==> src/rtl/core/owbl_pkg.sv <==
package owbl_pkg;

   // Segment duration width, microseconds
   localparam int DUR_W = 10;
   localparam int CSR_IDX_W = 3;
   localparam int LEVEL_W = 8;
   localparam int LEVEL_BITS_DEF = 8;

   typedef enum logic [1:0] {
      OP_UPDATE  = 2'd0,
      OP_SUSPEND = 2'd1,
      OP_RESUME  = 2'd2,
      OP_RSVD    = 2'd3
   } opcode_type;

   typedef enum logic [CSR_IDX_W-1:0] {
      CSR_START_HIGH = 3'd0,
      CSR_ZERO_LOW   = 3'd1,
      CSR_ZERO_HIGH  = 3'd2,
      CSR_ONE_LOW    = 3'd3,
      CSR_ONE_HIGH   = 3'd4,
      CSR_END_LOW    = 3'd5,
      CSR_END_HIGH   = 3'd6,
      CSR_NONE       = 3'd7
   } csr_index_type;

   localparam logic [DUR_W-1:0] RST_START_HIGH = DUR_W'(40);
   localparam logic [DUR_W-1:0] RST_ZERO_LOW   = DUR_W'(40);
   localparam logic [DUR_W-1:0] RST_ZERO_HIGH  = DUR_W'(10);
   localparam logic [DUR_W-1:0] RST_ONE_LOW    = DUR_W'(10);
   localparam logic [DUR_W-1:0] RST_ONE_HIGH   = DUR_W'(40);
   localparam logic [DUR_W-1:0] RST_END_LOW    = DUR_W'(10);
   localparam logic [DUR_W-1:0] RST_END_HIGH   = DUR_W'(400);

   // Fixed enable sequence sent ahead of a resume
   localparam logic [DUR_W-1:0] EN_HIGH1_US = DUR_W'(200);
   localparam logic [DUR_W-1:0] EN_LOW_US   = DUR_W'(300);
   localparam logic [DUR_W-1:0] EN_HIGH2_US = DUR_W'(400);

   // Steps 0..2 are the enable sequence; a level frame starts at this step
   localparam int FRAME_FIRST_STEP = 3;

   typedef struct packed {
      logic [DUR_W-1:0] start_high;
      logic [DUR_W-1:0] zero_low;
      logic [DUR_W-1:0] zero_high;
      logic [DUR_W-1:0] one_low;
      logic [DUR_W-1:0] one_high;
      logic [DUR_W-1:0] end_low;
      logic [DUR_W-1:0] end_high;
   } timing_type;

   typedef struct packed {
      logic             pin;
      logic [DUR_W-1:0] dur;
      logic             last;
   } seg_type;

endpackage

==> src/rtl/core/owbl_seg_gen.sv <==
module owbl_seg_gen
   import owbl_pkg::*;
#(
   parameter int LEVEL_BITS = LEVEL_BITS_DEF,
   parameter int STEP_W = 4
) (
   input  timing_type              timing,
   input  logic                    suspend,
   input  logic [STEP_W-1:0]       step,
   input  logic [LEVEL_BITS-1:0]   level,
   output seg_type                 seg
);

   localparam int BIT_W = (LEVEL_BITS > 1) ? $clog2(LEVEL_BITS) : 1;
   localparam logic [STEP_W-1:0] END_LOW_U  = STEP_W'(2 * LEVEL_BITS + 1);
   localparam logic [STEP_W-1:0] END_HIGH_U = STEP_W'(2 * LEVEL_BITS + 2);

   // level reordered so index 0 is the MSB, sent first
   logic [LEVEL_BITS-1:0] lvl_msb;

   genvar gi;
   generate
      for (gi = 0; gi < LEVEL_BITS; gi++) begin : g_rev
         assign lvl_msb[gi] = level[LEVEL_BITS-1-gi];
      end
   endgenerate

   logic [STEP_W-1:0] u;
   logic [STEP_W-1:0] d;
   logic [STEP_W-1:0] dh;
   logic [BIT_W-1:0]  k;
   logic              bit_val;

   always_comb begin
      u       = step - STEP_W'(FRAME_FIRST_STEP);
      d       = u - STEP_W'(1);
      dh      = d >> 1;
      k       = dh[BIT_W-1:0];
      bit_val = lvl_msb[k];
      seg     = '0;
      if (suspend) begin
         // line held low indefinitely
         seg.pin  = 1'b0;
         seg.dur  = '0;
         seg.last = 1'b1;
      end else if (step == STEP_W'(0)) begin
         seg.pin = 1'b1;
         seg.dur = EN_HIGH1_US;
      end else if (step == STEP_W'(1)) begin
         seg.pin = 1'b0;
         seg.dur = EN_LOW_US;
      end else if (step == STEP_W'(2)) begin
         seg.pin = 1'b1;
         seg.dur = EN_HIGH2_US;
      end else if (u == STEP_W'(0)) begin
         seg.pin = 1'b1;
         seg.dur = timing.start_high;
      end else if (u == END_LOW_U) begin
         seg.pin = 1'b0;
         seg.dur = timing.end_low;
      end else if (u == END_HIGH_U) begin
         seg.pin  = 1'b1;
         seg.dur  = timing.end_high;
         seg.last = 1'b1;
      end else begin
         // data bit: even d is the low phase, odd d the high phase
         seg.pin = d[0];
         if (bit_val) begin
            seg.dur = d[0] ? timing.one_high : timing.one_low;
         end else begin
            seg.dur = d[0] ? timing.zero_high : timing.zero_low;
         end
      end
   end

endmodule

==> src/rtl/core/one_wire_backlight_level_sender_core.sv <==
// Single-wire pulse-width backlight level sender.
// req channel: one command beat (update, suspend, resume) with the level and
// panel status flags. rsp channel: one beat per waveform segment, giving the
// pin level and its duration in microseconds (0 = hold), the level now held
// by the panel, and last on the final segment of the command.
// csr port: single-cycle writes of the seven segment timings, index 0..6.
// An accepted beat loads the command register and stepper; each segment then
// passes to the output register. Segments leave one per cycle while
// rsp_ready is high. An update sends 2*LEVEL_BITS+3 segments (19 for 8 bits),
// a resume 2*LEVEL_BITS+6 (22), a suspend 1, produced by the segment stepper
// at one segment per cycle while the output can load. Updates while disabled
// and reserved codes produce nothing. The next command is taken in the same
// cycle the last segment of the current one moves to the output register.
// Reset: updates enabled, held level 0, timings at defaults, no beats pending.
// On a receiver stall the output register holds its segment and the stepper
// and command register freeze; req_ready is low while a command is in the
// stepper except as its last segment loads; an idle stepper still takes one beat.
module one_wire_backlight_level_sender_core
   import owbl_pkg::*;
#(
   parameter int LEVEL_BITS = LEVEL_BITS_DEF
) (
   input  logic                  clock,
   input  logic                  reset,
   input  logic                  req_valid,
   output logic                  req_ready,
   input  logic [1:0]            req_opcode,
   input  logic [LEVEL_W-1:0]    req_level,
   input  logic                  req_powered,
   input  logic                  req_unblanked,
   input  logic                  req_core_suspended,
   output logic                  rsp_valid,
   input  logic                  rsp_ready,
   output logic                  rsp_pin_level,
   output logic [DUR_W-1:0]      rsp_duration_us,
   output logic [LEVEL_W-1:0]    rsp_sent_level,
   output logic                  rsp_last,
   input  logic                  csr_we,
   input  logic [CSR_IDX_W-1:0]  csr_index,
   input  logic [DUR_W-1:0]      csr_wdata
);

   localparam int STEP_W = $clog2(2 * LEVEL_BITS + 6);

   // ---------------- timing registers ----------------
   timing_type timing_ff, timing_in;

   always_comb begin
      timing_in = timing_ff;
      if (csr_we) begin
         unique case (csr_index_type'(csr_index))
            CSR_START_HIGH: timing_in.start_high = csr_wdata;
            CSR_ZERO_LOW:   timing_in.zero_low   = csr_wdata;
            CSR_ZERO_HIGH:  timing_in.zero_high  = csr_wdata;
            CSR_ONE_LOW:    timing_in.one_low    = csr_wdata;
            CSR_ONE_HIGH:   timing_in.one_high   = csr_wdata;
            CSR_END_LOW:    timing_in.end_low    = csr_wdata;
            CSR_END_HIGH:   timing_in.end_high   = csr_wdata;
            default:        timing_in = timing_ff;
         endcase
      end
   end

   always_ff @(posedge clock) begin
      if (reset) begin
         timing_ff <= '{start_high: RST_START_HIGH, zero_low: RST_ZERO_LOW,
                        zero_high: RST_ZERO_HIGH, one_low: RST_ONE_LOW,
                        one_high: RST_ONE_HIGH, end_low: RST_END_LOW,
                        end_high: RST_END_HIGH};
      end else begin
         timing_ff <= timing_in;
      end
   end

   // ---------------- command decode ----------------
   opcode_type op;
   logic       accept;
   logic       emits;
   logic       frame_cmd;     // command that sends a level frame
   logic [LEVEL_BITS-1:0] lvl_eff;
   logic [LEVEL_W-1:0]    lvl_sent8;

   assign op        = opcode_type'(req_opcode);
   assign accept    = req_valid && req_ready;

   logic enabled_ff, enabled_in;
   logic [LEVEL_W-1:0] sent_ff, sent_in;

   assign frame_cmd = (op == OP_RESUME) || ((op == OP_UPDATE) && enabled_ff);
   assign emits     = frame_cmd || (op == OP_SUSPEND);

   // forced to zero unless powered, unblanked and core awake; masked to width
   genvar gi;
   generate
      for (gi = 0; gi < LEVEL_BITS; gi++) begin : g_lvl
         if (gi < LEVEL_W) begin : g_in
            assign lvl_eff[gi] = req_level[gi] && req_powered && req_unblanked
                                 && !req_core_suspended;
         end else begin : g_zero
            assign lvl_eff[gi] = 1'b0;
         end
      end
      for (gi = 0; gi < LEVEL_W; gi++) begin : g_sent
         if (gi < LEVEL_BITS) begin : g_bit
            assign lvl_sent8[gi] = lvl_eff[gi];
         end else begin : g_pad
            assign lvl_sent8[gi] = 1'b0;
         end
      end
   endgenerate

   always_comb begin
      enabled_in = enabled_ff;
      sent_in    = sent_ff;
      if (accept) begin
         case (op)
            OP_SUSPEND: enabled_in = 1'b0;
            OP_RESUME:  enabled_in = 1'b1;
            default:    enabled_in = enabled_ff;
         endcase
         if (frame_cmd) begin
            sent_in = lvl_sent8;
         end
      end
   end

   always_ff @(posedge clock) begin
      if (reset) begin
         enabled_ff <= 1'b1;
         sent_ff    <= '0;
      end else begin
         enabled_ff <= enabled_in;
         sent_ff    <= sent_in;
      end
   end

   // ---------------- command register and stepper ----------------
   logic                  cmd_valid_ff, cmd_valid_in;
   logic                  cmd_suspend_ff;
   logic [LEVEL_BITS-1:0] cmd_level_ff;
   logic [LEVEL_W-1:0]    cmd_sent_ff;
   logic [STEP_W-1:0]     step_ff, step_in;
   logic                  out_load;
   seg_type               seg;

   logic rsp_valid_ff;

   assign out_load  = !rsp_valid_ff || rsp_ready;
   assign req_ready = !cmd_valid_ff || (out_load && seg.last);

   owbl_seg_gen #(
      .LEVEL_BITS (LEVEL_BITS),
      .STEP_W     (STEP_W)
   ) u_seg_gen (
      .timing  (timing_ff),
      .suspend (cmd_suspend_ff),
      .step    (step_ff),
      .level   (cmd_level_ff),
      .seg     (seg)
   );

   always_comb begin
      cmd_valid_in = cmd_valid_ff;
      step_in      = step_ff;
      if (accept) begin
         cmd_valid_in = emits;
         step_in      = (op == OP_RESUME) ? STEP_W'(0) : STEP_W'(FRAME_FIRST_STEP);
      end else if (cmd_valid_ff && out_load) begin
         if (seg.last) begin
            cmd_valid_in = 1'b0;
         end else begin
            step_in = step_ff + STEP_W'(1);
         end
      end
   end

   always_ff @(posedge clock) begin
      if (reset) begin
         cmd_valid_ff <= 1'b0;
         step_ff      <= '0;
      end else begin
         cmd_valid_ff <= cmd_valid_in;
         step_ff      <= step_in;
      end
   end

   always_ff @(posedge clock) begin
      if (accept) begin
         cmd_suspend_ff <= (op == OP_SUSPEND);
         cmd_level_ff   <= lvl_eff;
         cmd_sent_ff    <= frame_cmd ? lvl_sent8 : sent_ff;
      end
   end

   // ---------------- output register ----------------
   logic               rsp_pin_ff;
   logic [DUR_W-1:0]   rsp_dur_ff;
   logic [LEVEL_W-1:0] rsp_sent_ff;
   logic               rsp_last_ff;

   always_ff @(posedge clock) begin
      if (reset) begin
         rsp_valid_ff <= 1'b0;
      end else if (out_load) begin
         rsp_valid_ff <= cmd_valid_ff;
      end
   end

   always_ff @(posedge clock) begin
      if (out_load && cmd_valid_ff) begin
         rsp_pin_ff  <= seg.pin;
         rsp_dur_ff  <= seg.dur;
         rsp_sent_ff <= cmd_sent_ff;
         rsp_last_ff <= seg.last;
      end
   end

   assign rsp_valid       = rsp_valid_ff;
   assign rsp_pin_level   = rsp_pin_ff;
   assign rsp_duration_us = rsp_dur_ff;
   assign rsp_sent_level  = rsp_sent_ff;
   assign rsp_last        = rsp_last_ff;

endmodule
==> config.mk <==
export PLATFORM = sky130hd
export DESIGN_NAME = one_wire_backlight_level_sender_core
export DESIGN_NICKNAME = d
export VERILOG_FILES = /design/src/rtl/core/owbl_pkg.sv /design/src/rtl/core/owbl_seg_gen.sv /design/src/rtl/core/one_wire_backlight_level_sender_core.sv
export SDC_FILE = /design/constraint.sdc
export NUM_CORES = 1
export LEC_CHECK = 0
export ABC_AREA = 1
export BUFFER_PORTS_ARGS = -buffer_cell sky130_fd_sc_hd__buf_2
export CAP_MARGIN = 10
export CORE_ASPECT_RATIO = 1.5
export CORE_MARGIN = 2
export CORE_UTILIZATION = 45
export CTS_BUF_LIST = sky130_fd_sc_hd__clkbuf_2 sky130_fd_sc_hd__clkbuf_4 sky130_fd_sc_hd__clkbuf_8
export DETAILED_ROUTE_END_ITERATION = 8
export PLACE_DENSITY = 0.74
export SYNTH_ARGS = -nofsm -noshare
export SYNTH_HDL_FRONTEND = slang
export SYNTH_HIERARCHICAL = 1
export SYNTH_SLANG_ARGS = --single-unit
==> constraint.sdc <==
create_clock -name clock -period 2.55 [get_ports clock]
set_input_delay 0.255 -clock clock [delete_from_list [all_inputs] [get_ports clock]]
set_output_delay 0.255 -clock clock [all_outputs]
set_load 0.01 [all_outputs]
# After elaboration in Yosys (flattened, before gate mapping)
# Index checks and enable logic that the tools add are counted.
# word_totals
output_inout_bits	22
regBits	123
inputBits	31
elab_cells	121
# op_classes
magnitude_cmp	1
addsub	3
eq_ne	13
mux	27
n_reduce_logical	55
# op_table
operator	n
two-way mux 11 bit	6
two-way mux 10 bit	3
logical AND 1 bit	28
AND reduction 2 bit	10
two-way mux 5 bit	3
two-way mux 1 bit	11
equality test 5 bit, second input constant	2
logical NOT 5 bit	2
equality test 3 bit, second input constant	3
two-way mux 8 bit	1
equality test 3 x 2 -> 1 bit, second input constant	2
nonzero test 2 bit	3
adder 5 x 1 -> 5 bit, second input constant	1
equality test 5 x 1 -> 1 bit, second input constant	1
equality test 5 x 2 -> 1 bit, second input constant	1
subtractor 5 x 2 -> 5 bit, second input constant	1
logical OR 1 bit	4
< comparator 3 x 4 -> 1 bit, second input constant	1
OR reduction 4 bit	1
subtractor 4 x 1 -> 4 bit, second input constant	1
binary-select mux 1 bit (select 3 bit)	1
equality test 3 x 1 -> 1 bit, second input constant	1
logical NOT 1 bit	3
logical NOT 3 bit	1
8 further kinds	8

# Depth between registers and ports, before layout
# Gate-level depths: netlist (run 1).
# depth
depth_word	14
ltp_mapped	18
depth_no_buf	17

# Cells and area by module
# The synthesis (run 1) kept the hierarchy.
# by_module_without_submodules
module	area_each_um2	seq_area_each_um2	n_inst	cells_each
one_wire_backlight_level_sender_core	4468.0	2832.7	1	486
owbl_seg_gen	1169.9	0.0	1	246

# Worst setup path after synthesis (run 1)
# Ideal clock, no wire load.
# synth_timing
path_type	reg2reg
startpoint	reg step_ff[0]
endpoint	reg cmd_level_ff[0] (enable)
setup_time_ns	0.373
slack_ns	-0.253
synth_period_minus_slack_ns	2.803
path_stages_with_launch	15
path_buffers	1
t_arrival_ns	2.429
required_time_ns	2.177
cell_sequence	dfxtp_1 ha_1 inv_1 nand2_1 nand2_1 nor2_2 inv_2 nor3_4 inv_2 buf_6 o21bai_1 nand2_2 nand2_2 nand2_4 inv_1
# synth_rtl
item	line_no	text
start: declaration	one_wire_backlight_level_sender_core.sv:142	logic [STEP_W-1:0] step_ff, step_in;
start signal: assignment	one_wire_backlight_level_sender_core.sv:183	step_ff <= step_in;
end signal: assignment	one_wire_backlight_level_sender_core.sv:190	cmd_level_ff <= lvl_eff;
end: declaration	one_wire_backlight_level_sender_core.sv:140	logic [LEVEL_BITS-1:0] cmd_level_ff;

# Final worst setup path (run 1)
# layout_timing
startpoint	reg step_ff[0]
endpoint	reg rsp_dur_ff[3] (netlist: rsp_duration_us[3]) (data pin)
# layout_via
elab_chain_cells	11
word_cells_on_any_way	19
cone_classes	2 x add/sub; 4 x eq/ne; 11 x mux; 2 x reduce/logical
# layout_lines
item	line_no	text
subtractor 5 x 2 -> 5 bit	owbl_seg_gen.sv:35	u = step - STEP_W'(FRAME_FIRST_STEP);
subtractor 4 x 1 -> 4 bit	owbl_seg_gen.sv:36	d = u - STEP_W'(1);
binary-select mux 1 bit (select 3 bit)	owbl_seg_gen.sv:39	bit_val = lvl_msb[k];
two-way mux 1 bit (not written as such)	owbl_seg_gen.sv:39	
two-way mux 10 bit	owbl_seg_gen.sv:68	if (bit_val) begin
two-way mux 11 bit	owbl_seg_gen.sv:61	end else if (u == END_HIGH_U) begin
two-way mux 11 bit	owbl_seg_gen.sv:58	end else if (u == END_LOW_U) begin
two-way mux 11 bit	owbl_seg_gen.sv:55	end else if (u == STEP_W'(0)) begin
two-way mux 11 bit	owbl_seg_gen.sv:52	end else if (step == STEP_W'(2)) begin
two-way mux 11 bit	owbl_seg_gen.sv:49	end else if (step == STEP_W'(1)) begin
two-way mux 11 bit *	owbl_seg_gen.sv:46	end else if (step == STEP_W'(0)) begin
end signal: assignment	one_wire_backlight_level_sender_core.sv:212	rsp_dur_ff <= seg.dur;
end: declaration	one_wire_backlight_level_sender_core.sv:197	logic [DUR_W-1:0] rsp_dur_ff;
# Mark *: on every way between the ends. The rest lies on a longest branch, timed or not. The select of a mux whose other input is x is not followed.
# A chain may end at the register's enable or synchronous reset.

==> results of run 1 <==
-- cell usage after synthesis (4+ instances only) --
| cell | number |
|---|---|
| nand3_1 | 61 |
| inv_1 | 42 |
| nor2_1 | 148 |
| clkinv_1 | 7 |
| nor2_2 | 4 |
| mux2i_1 | 5 |
| edfxtp_1 | 37 |
| ha_1 | 9 |
| dfxtp_1 | 86 |
| or2_2 | 6 |
| o21ai_0 | 63 |
| nand2_1 | 169 |
| inv_2 | 10 |
| a21oi_1 | 31 |
| nand2_2 | 6 |
| o21ai_1 | 7 |
| buf_2 | 12 |
-- registers in the layout (all words and copies together), names as in the netlist --
name             count
cmd_sent_ff          8
rsp_sent_level       8
enabled_ff           1
cmd_level_ff         8
step_ff              5
rsp_pin_level        1
timing_ff           70
sent_ff              8
rsp_valid            1
rsp_duration_us     10
rsp_last             1
cmd_suspend_ff       1
cmd_valid_ff         1
-- per-layer routing --
layer	global-route usage (%)	wire, um	part of all wire [%]	vias up
met5	0	0	0	-
met4	8.65	408	3.0	0
met3	4.70	581	4.2	34
met2	39.0	7510	54	135
met1	24.2	5320	38	2293
li1	-	-	-	2481
-- power by group through the flow --
stage	combinational (mW)	clock, mW	sequential (mW)
after global placement	0.531	0	2.18
after floorplan	0.353	0	2.19
after global routing	0.609	1.82	2.15
final	0.549	1.70	2.14
after detailed placement	0.538	0	2.18
after CTS	0.541	1.73	2.14
-- timing repair --
item	4_1_cts	5_1_grt
endpoints found under the setup margin	0	16
setup buffers	0	0
gates resized for setup	0	5
-- per-stage QoR --
stage | cell area [um2] | cells | worst slack (ns) | power [mW]
floorplan | 5640 | 732 | 0.0404 | 2.54
global placement | 6050 | 927 | 0.112 | 2.71
detailed placement | 6050 | 927 | 0.0728 | 2.72
CTS | 6440 | 959 | 0.0585 | 4.41
global route | 6460 | 959 | 0.000371 | 4.57
finish | 6460 | 959 | 0.168 | 4.39
-- logic make-up (layout without fill, tap and decap cells) --
group	Yosys count	count (layout)	synth area share [%]
and+or+nand+nor	406	406	30.6
adders and majority gates	9	9	2.00
AOI/OAI and AO/OA	106	106	9.65
buffers and inverters	82	153	6.33
xor gates and xnor gates	1	1	0.289
muxes	5	5	0.888
DFF	123	123	50.2
-- tightest hold or removal path, cell delays in order --
cell	delay (ns)
buf_2	0.08
inv_1	0.04
nand2_2	0.08
a21oi_1	0.07
-- final cells by class --
cell class	instances	area (um2)	share of cell area, %
inverters	59	225	3.48
clock buffers	18	248	3.83
repair buffers	62	352	5.44
flip-flops and latches	123	2830	43.9
clock inverters	14	146	2.27
multi-input cells	527	2460	38.1
well taps	156	195	3.02
-- path summary, 6_finish.rpt --
path / slack, ns / from / end
min reg2reg: 0.42 / cmd_sent_ff[3] / rsp_sent_level[3]
max: 0.17 / step_ff[0] / rsp_duration_us[3]
max reg2reg: 0.17 / step_ff[0] / rsp_duration_us[3]
min: 0.13 / rsp_ready / rsp_valid
==> impl_metrics.yaml, run 1 <==
finish:
  antenna-diode-count: 0
  final_common_cell: "nand2_1"
  fin_nets: 830
  final_core_util_pct: 52.2
  final_cell_mix: "nand2_1 (169), nor2_1 (148), dfxtp_1 (85)"
  num-fill-cells: 1216
  drive_gt1_share_pct: 16.8
  syn2layout_area_growth_pct: 14.6
worst_hold_path:
  min_delay_path_depth: 4
  worst_hold_path_type: "primary input to register"
setup_path:
  startpoint_type: "register"
  path_cells: "inv_2 > ha_1 > nand2_1 > nand2_1 > nand2_1 > nand3_1 > nand2_1 > nand2_1 > nand2_4 > inv_2 > nand2_1 > nand3_1 > nand2_1 > nand2_1 > nand2_1 > a21oi_1"
  end_kind: "register"
  path_class: "register to register"
  arrival_ns: 2.57
  crit_slowest_cell: "dfxtp_2"
  r2r_cells: 16
  cp_data_required_time_ns: 2.74
  critPathBufInv: 2
  crit_cells: 16
  cp_top_family: "simple AND/OR/NAND/NOR gates"
  crit_top_cell: "nand2_1"
  slowest_delay_ns: 0.39
  critPathMaxFanout: 13
floorplanning:
  start_util_pct: 45.5
  die_w_um: 95.4
  die_y_um: 141
  coreArea_um2: 12400
  num_rows: 50
  dieArea_um2: 13500
  ios: 53
logic_synthesis:
  synth_area_um2: 5640
  yosysSeqAreaShare_pct: 50.2
  ys_seq_elements: 123
  yosys_most_used_dff: "dfxtp_1"
  netlist_top_cells_area: "dfxtp_1 (31%), edfxtp_1 (20%), nand2_1 (11%), nor2_1 (9.9%), o21ai_0 (5.6%)"
  synth_top_area_share_pct: 30.5
  yosysWarningCount: 6
  synthesis.nets: 772
  syn_inst: 732
  syn_area_per_cell_um2: 7.70
  synth_edf_count: 37
  ys_async_sr_fraction_pct: 0
  yosysUniqueCellTypes: 32
  synth_top_cell_by_area: "dfxtp_1"
detailed_routing:
  num_vias: 4943
  wl_per_cell_um: 14.4
  avgViaCountPerCell: 5.15
  drtPass1Iterations: 5
  drc: 0
  dr.first_iter.drc_count: 362
  antenna_left: 0
  wl_um: 13800
power_and_ir_drop:
  comb_power_share_pct: 12.5
  internal_power_mw: 3.17
  switching_power_mw: 1.22
  ir_drop_uv: 579
  p_leak_nw: 2.77
  swShare_pct: 27.8
  pwr-share-clk_pct: 38.8
  seqPwrFrac_pct: 48.7
  powerDensity_nw_per_um2: 679
timing:
  relSlewSlack_pct: 41.5
  finalSetupTns_ns: 0
  hold_ws_ns: 0.130
  hold_viol: 0
  maxSlewViolCount: 0
  clock-skew-final_ns: 0.0107
  rsz0062_at_grt: "false"
  finalSetupViolCount: 0
  fmax_mhz: 420
  layout_min_cycle_time_ns: 2.38
  tightest_slew_ns: 0.877
  min_period_over_period_pct: 93.4
clocking:
  cts-root-buf: "clkbuf_8"
  holdBufCountCts: 0
  cts_made_buffers: 17
  clk_latency_ns: 0.44
  cts_buffer_depth: 2
  cts.sinks: 123
  htree_levels: 4
  cts_tree: "yes"
  clkSlewWorstSetupHoldPaths_ns: 0.08
global_route:
  grt_pass1_vias: 4596
  grt_max_degree: 41
  grt_pass1_wl_um: 22200
  grt_use_total_pct: 21.7
  globalRouteOverflowTotal: 0
  antenna_found_initial: 0
run_status:
  status: "complete, no violations"
flow_run:
  max_cap_violations: 0
placed_design:
  place.port_buffers: 52
  place_congestion: 0.831
  hpwlAfterDp_um: 9510
(Power assumes the default switching activity.)
==> inputs of run 2 (changes only) <==
- CORE_UTILIZATION: 45 -> 55
- PLACE_DENSITY: 0.74 -> 0.86
==> run 2 against run 1 <==
  * Power decreased by 0.26%
  * Fmax decreased by 0.10%
  * Register-to-register slack improved by 0.05 ns
  * Final cell count decreased by 3.4%
  * Clock skew about the same
  * Cell area about the same
  * Wire length decreased by 2.1%
  * Critical endpoint is now req_ready
  * Highest routed layer unchanged
  * Critical path depth decreased by 6
==> impl_metrics.yaml, run 2 (synthesis gave the netlist of run 1 again) <==
run_status:
  status: "complete, no violations"
detailed_routing:
  drc: 0
  num_vias: 5006
  dr.first_iter.drc_count: 474
  avgViaCountPerCell: 5.41
  wl_per_cell_um: 14.6
  wl_um: 13500
  drtPass1Iterations: 6
  antenna_left: 0
timing:
  clock-skew-final_ns: 0.0108
  setup_slack_ns: 0.166
  finalSetupViolCount: 0
  maxSlewViolCount: 0
  fmax_mhz: 419
  layout_min_cycle_time_ns: 2.38
  min_period_over_period_pct: 93.5
  finalSetupTns_ns: 0
  hold_viol: 0
  relSlewSlack_pct: 43.3
  tightest_slew_ns: 0.850
  rsz0062_at_grt: "true"
finish:
  antenna-diode-count: 0
  top_register: "timing_ff"
  num-fill-cells: 842
  syn2layout_area_growth_pct: 14.6
  largest_reg_flops: 70
  final_cell_mix: "nand2_1 (169), nor2_1 (148), dfxtp_1 (85)"
  fin_cells: 926
  fin_nets: 836
  drive_gt1_share_pct: 17.4
  final_cell_area_um2: 6460
  final_common_cell: "nand2_1"
global_route:
  antenna_found_initial: 0
  grt_use_total_pct: 24.9
  grt_max_degree: 34
  grt_pass1_vias: 4634
  grt_pass1_wl_um: 21200
  globalRouteOverflowTotal: 0
setup_path:
  r2r_cells: 16
  crit_top_cell: "nand2_2"
  cp_data_required_time_ns: 2.30
  end_kind: "primary output"
  slowest_delay_ns: 0.35
  startpoint_type: "register"
  crit_slowest_cell: "dfxtp_2"
  path_cells: "ha_1 > inv_1 > nand2_1 > xor2_2 > nor3_4 > inv_2 > o21bai_2 > nand2_2 > nand2_2 > buf_2"
  path_class: "register to primary output"
  critPathMaxFanout: 5
  arrival_ns: 2.13
clocking:
  holdBufCountCts: 0
  cts_buffer_depth: 2
  clk_latency_ns: 0.44
  clkSlewWorstSetupHoldPaths_ns: 0.08
  cts_made_buffers: 17
  htree_levels: 4
  cts_tree: "yes"
  cts.sinks: 123
  cts-root-buf: "clkbuf_8"
placed_design:
  post_dp_cell_area_um2: 6020
  dp_cells: 890
  place_congestion: 0.867
  post-place-ws_ns: 0.156
  hpwlAfterDp_um: 9410
  place.port_buffers: 52
floorplanning:
  die_y_um: 128
  start_util_pct: 55.9
  num_rows: 45
  coreArea_um2: 10100
  ios: 53
  dieArea_um2: 11100
  die_w_um: 86.7
flow_run:
  max_cap_violations: 0
power_and_ir_drop:
  p_leak_nw: 2.80
  p_total_mw: 4.38
  ir_drop_uv: 410
  powerDensity_nw_per_um2: 678
worst_hold_path:
  worst_hold_path_type: "primary input to register"
  min_delay_path_depth: 3
-- run 2: cell count changes in the layout (fill, tap and decap cells not counted) --
cell,delta
bufinv_16,-1
buf_4,+6
clkinv_2,-4
clkinv_4,-2
buf_12,+1
clkbuf_8,-1
buf_6,-1
inv_6,+6
inv_8,+2
-- run 2: what timing repair did --
action,in CTS,in global routing
gates resized for setup,0,4
setup buffers,0,4
endpoints found under the setup margin,0,17
-- run 2: worst paths after layout --
path	from	end	slack, ns
max reg2reg	step_ff[0]	rsp_duration_us[3]	0.22
max	step_ff[0]	req_ready	0.17
min reg2reg	cmd_sent_ff[3]	rsp_sent_level[3]	0.42
min	csr_wdata[8]	timing_ff[8]	0.13
-- run 2: layout make-up --
cell class | instances | area, um2 | area share [%]
Timing Repair Buffer | 68 | 405 | 6.27
Sequential cell | 123 | 2830 | 43.9
Tap cell | 117 | 146 | 2.27
Clock buffer | 17 | 234 | 3.62
Inverter | 59 | 225 | 3.49
Clock inverter | 15 | 154 | 2.38
Multi-Input combinational cell | 527 | 2460 | 38.1
-- run 2: worst max-delay path, delay by kind of cell (launching register included) --
family,cells,cell delay [ns]
xor gates and xnor gates,1,0.20
AOI/OAI and AO/OA,1,0.16
DFF,1,0.35
adders and majority gates,1,0.21
buffers and inverters,3,0.30
and+or+nand+nor,4,0.48
-- run 2: report_power, final --
| part | total [mW] | internal, mW | leakage [nW] | switching [mW] |
|---|---|---|---|---|
| Clock | 1.68 | 0.805 | 0.189 | 0.877 |
| Sequential | 2.14 | 2.10 | 1.06 | 0.0355 |
| Combinational | 0.559 | 0.184 | 1.55 | 0.375 |
| Total | 4.38 | 3.09 | 2.80 | 1.29 |
-- run 2: through the flow --
step / hold WS (ns) / utilization [%]
4_1_cts: 0.117 / 63.6
5_1_grt: 0.128 / 64.1
2_1_floorplan: 0.324 / -
3_3_place_gp: 0.403 / 59.7
3_5_place_dp: 0.405 / 59.7
6_report: 0.134 / 64.1
-- run 2: layer usage --
metal / up-vias / routed length, um / GRT usage, %
met5: - / 0 / 0
met4: 0 / 666 / 15.8
met3: 58 / 685 / 5.28
met2: 188 / 7140 / 44.2
met1: 2270 / 5040 / 26.0
li1: 2490 / - / -
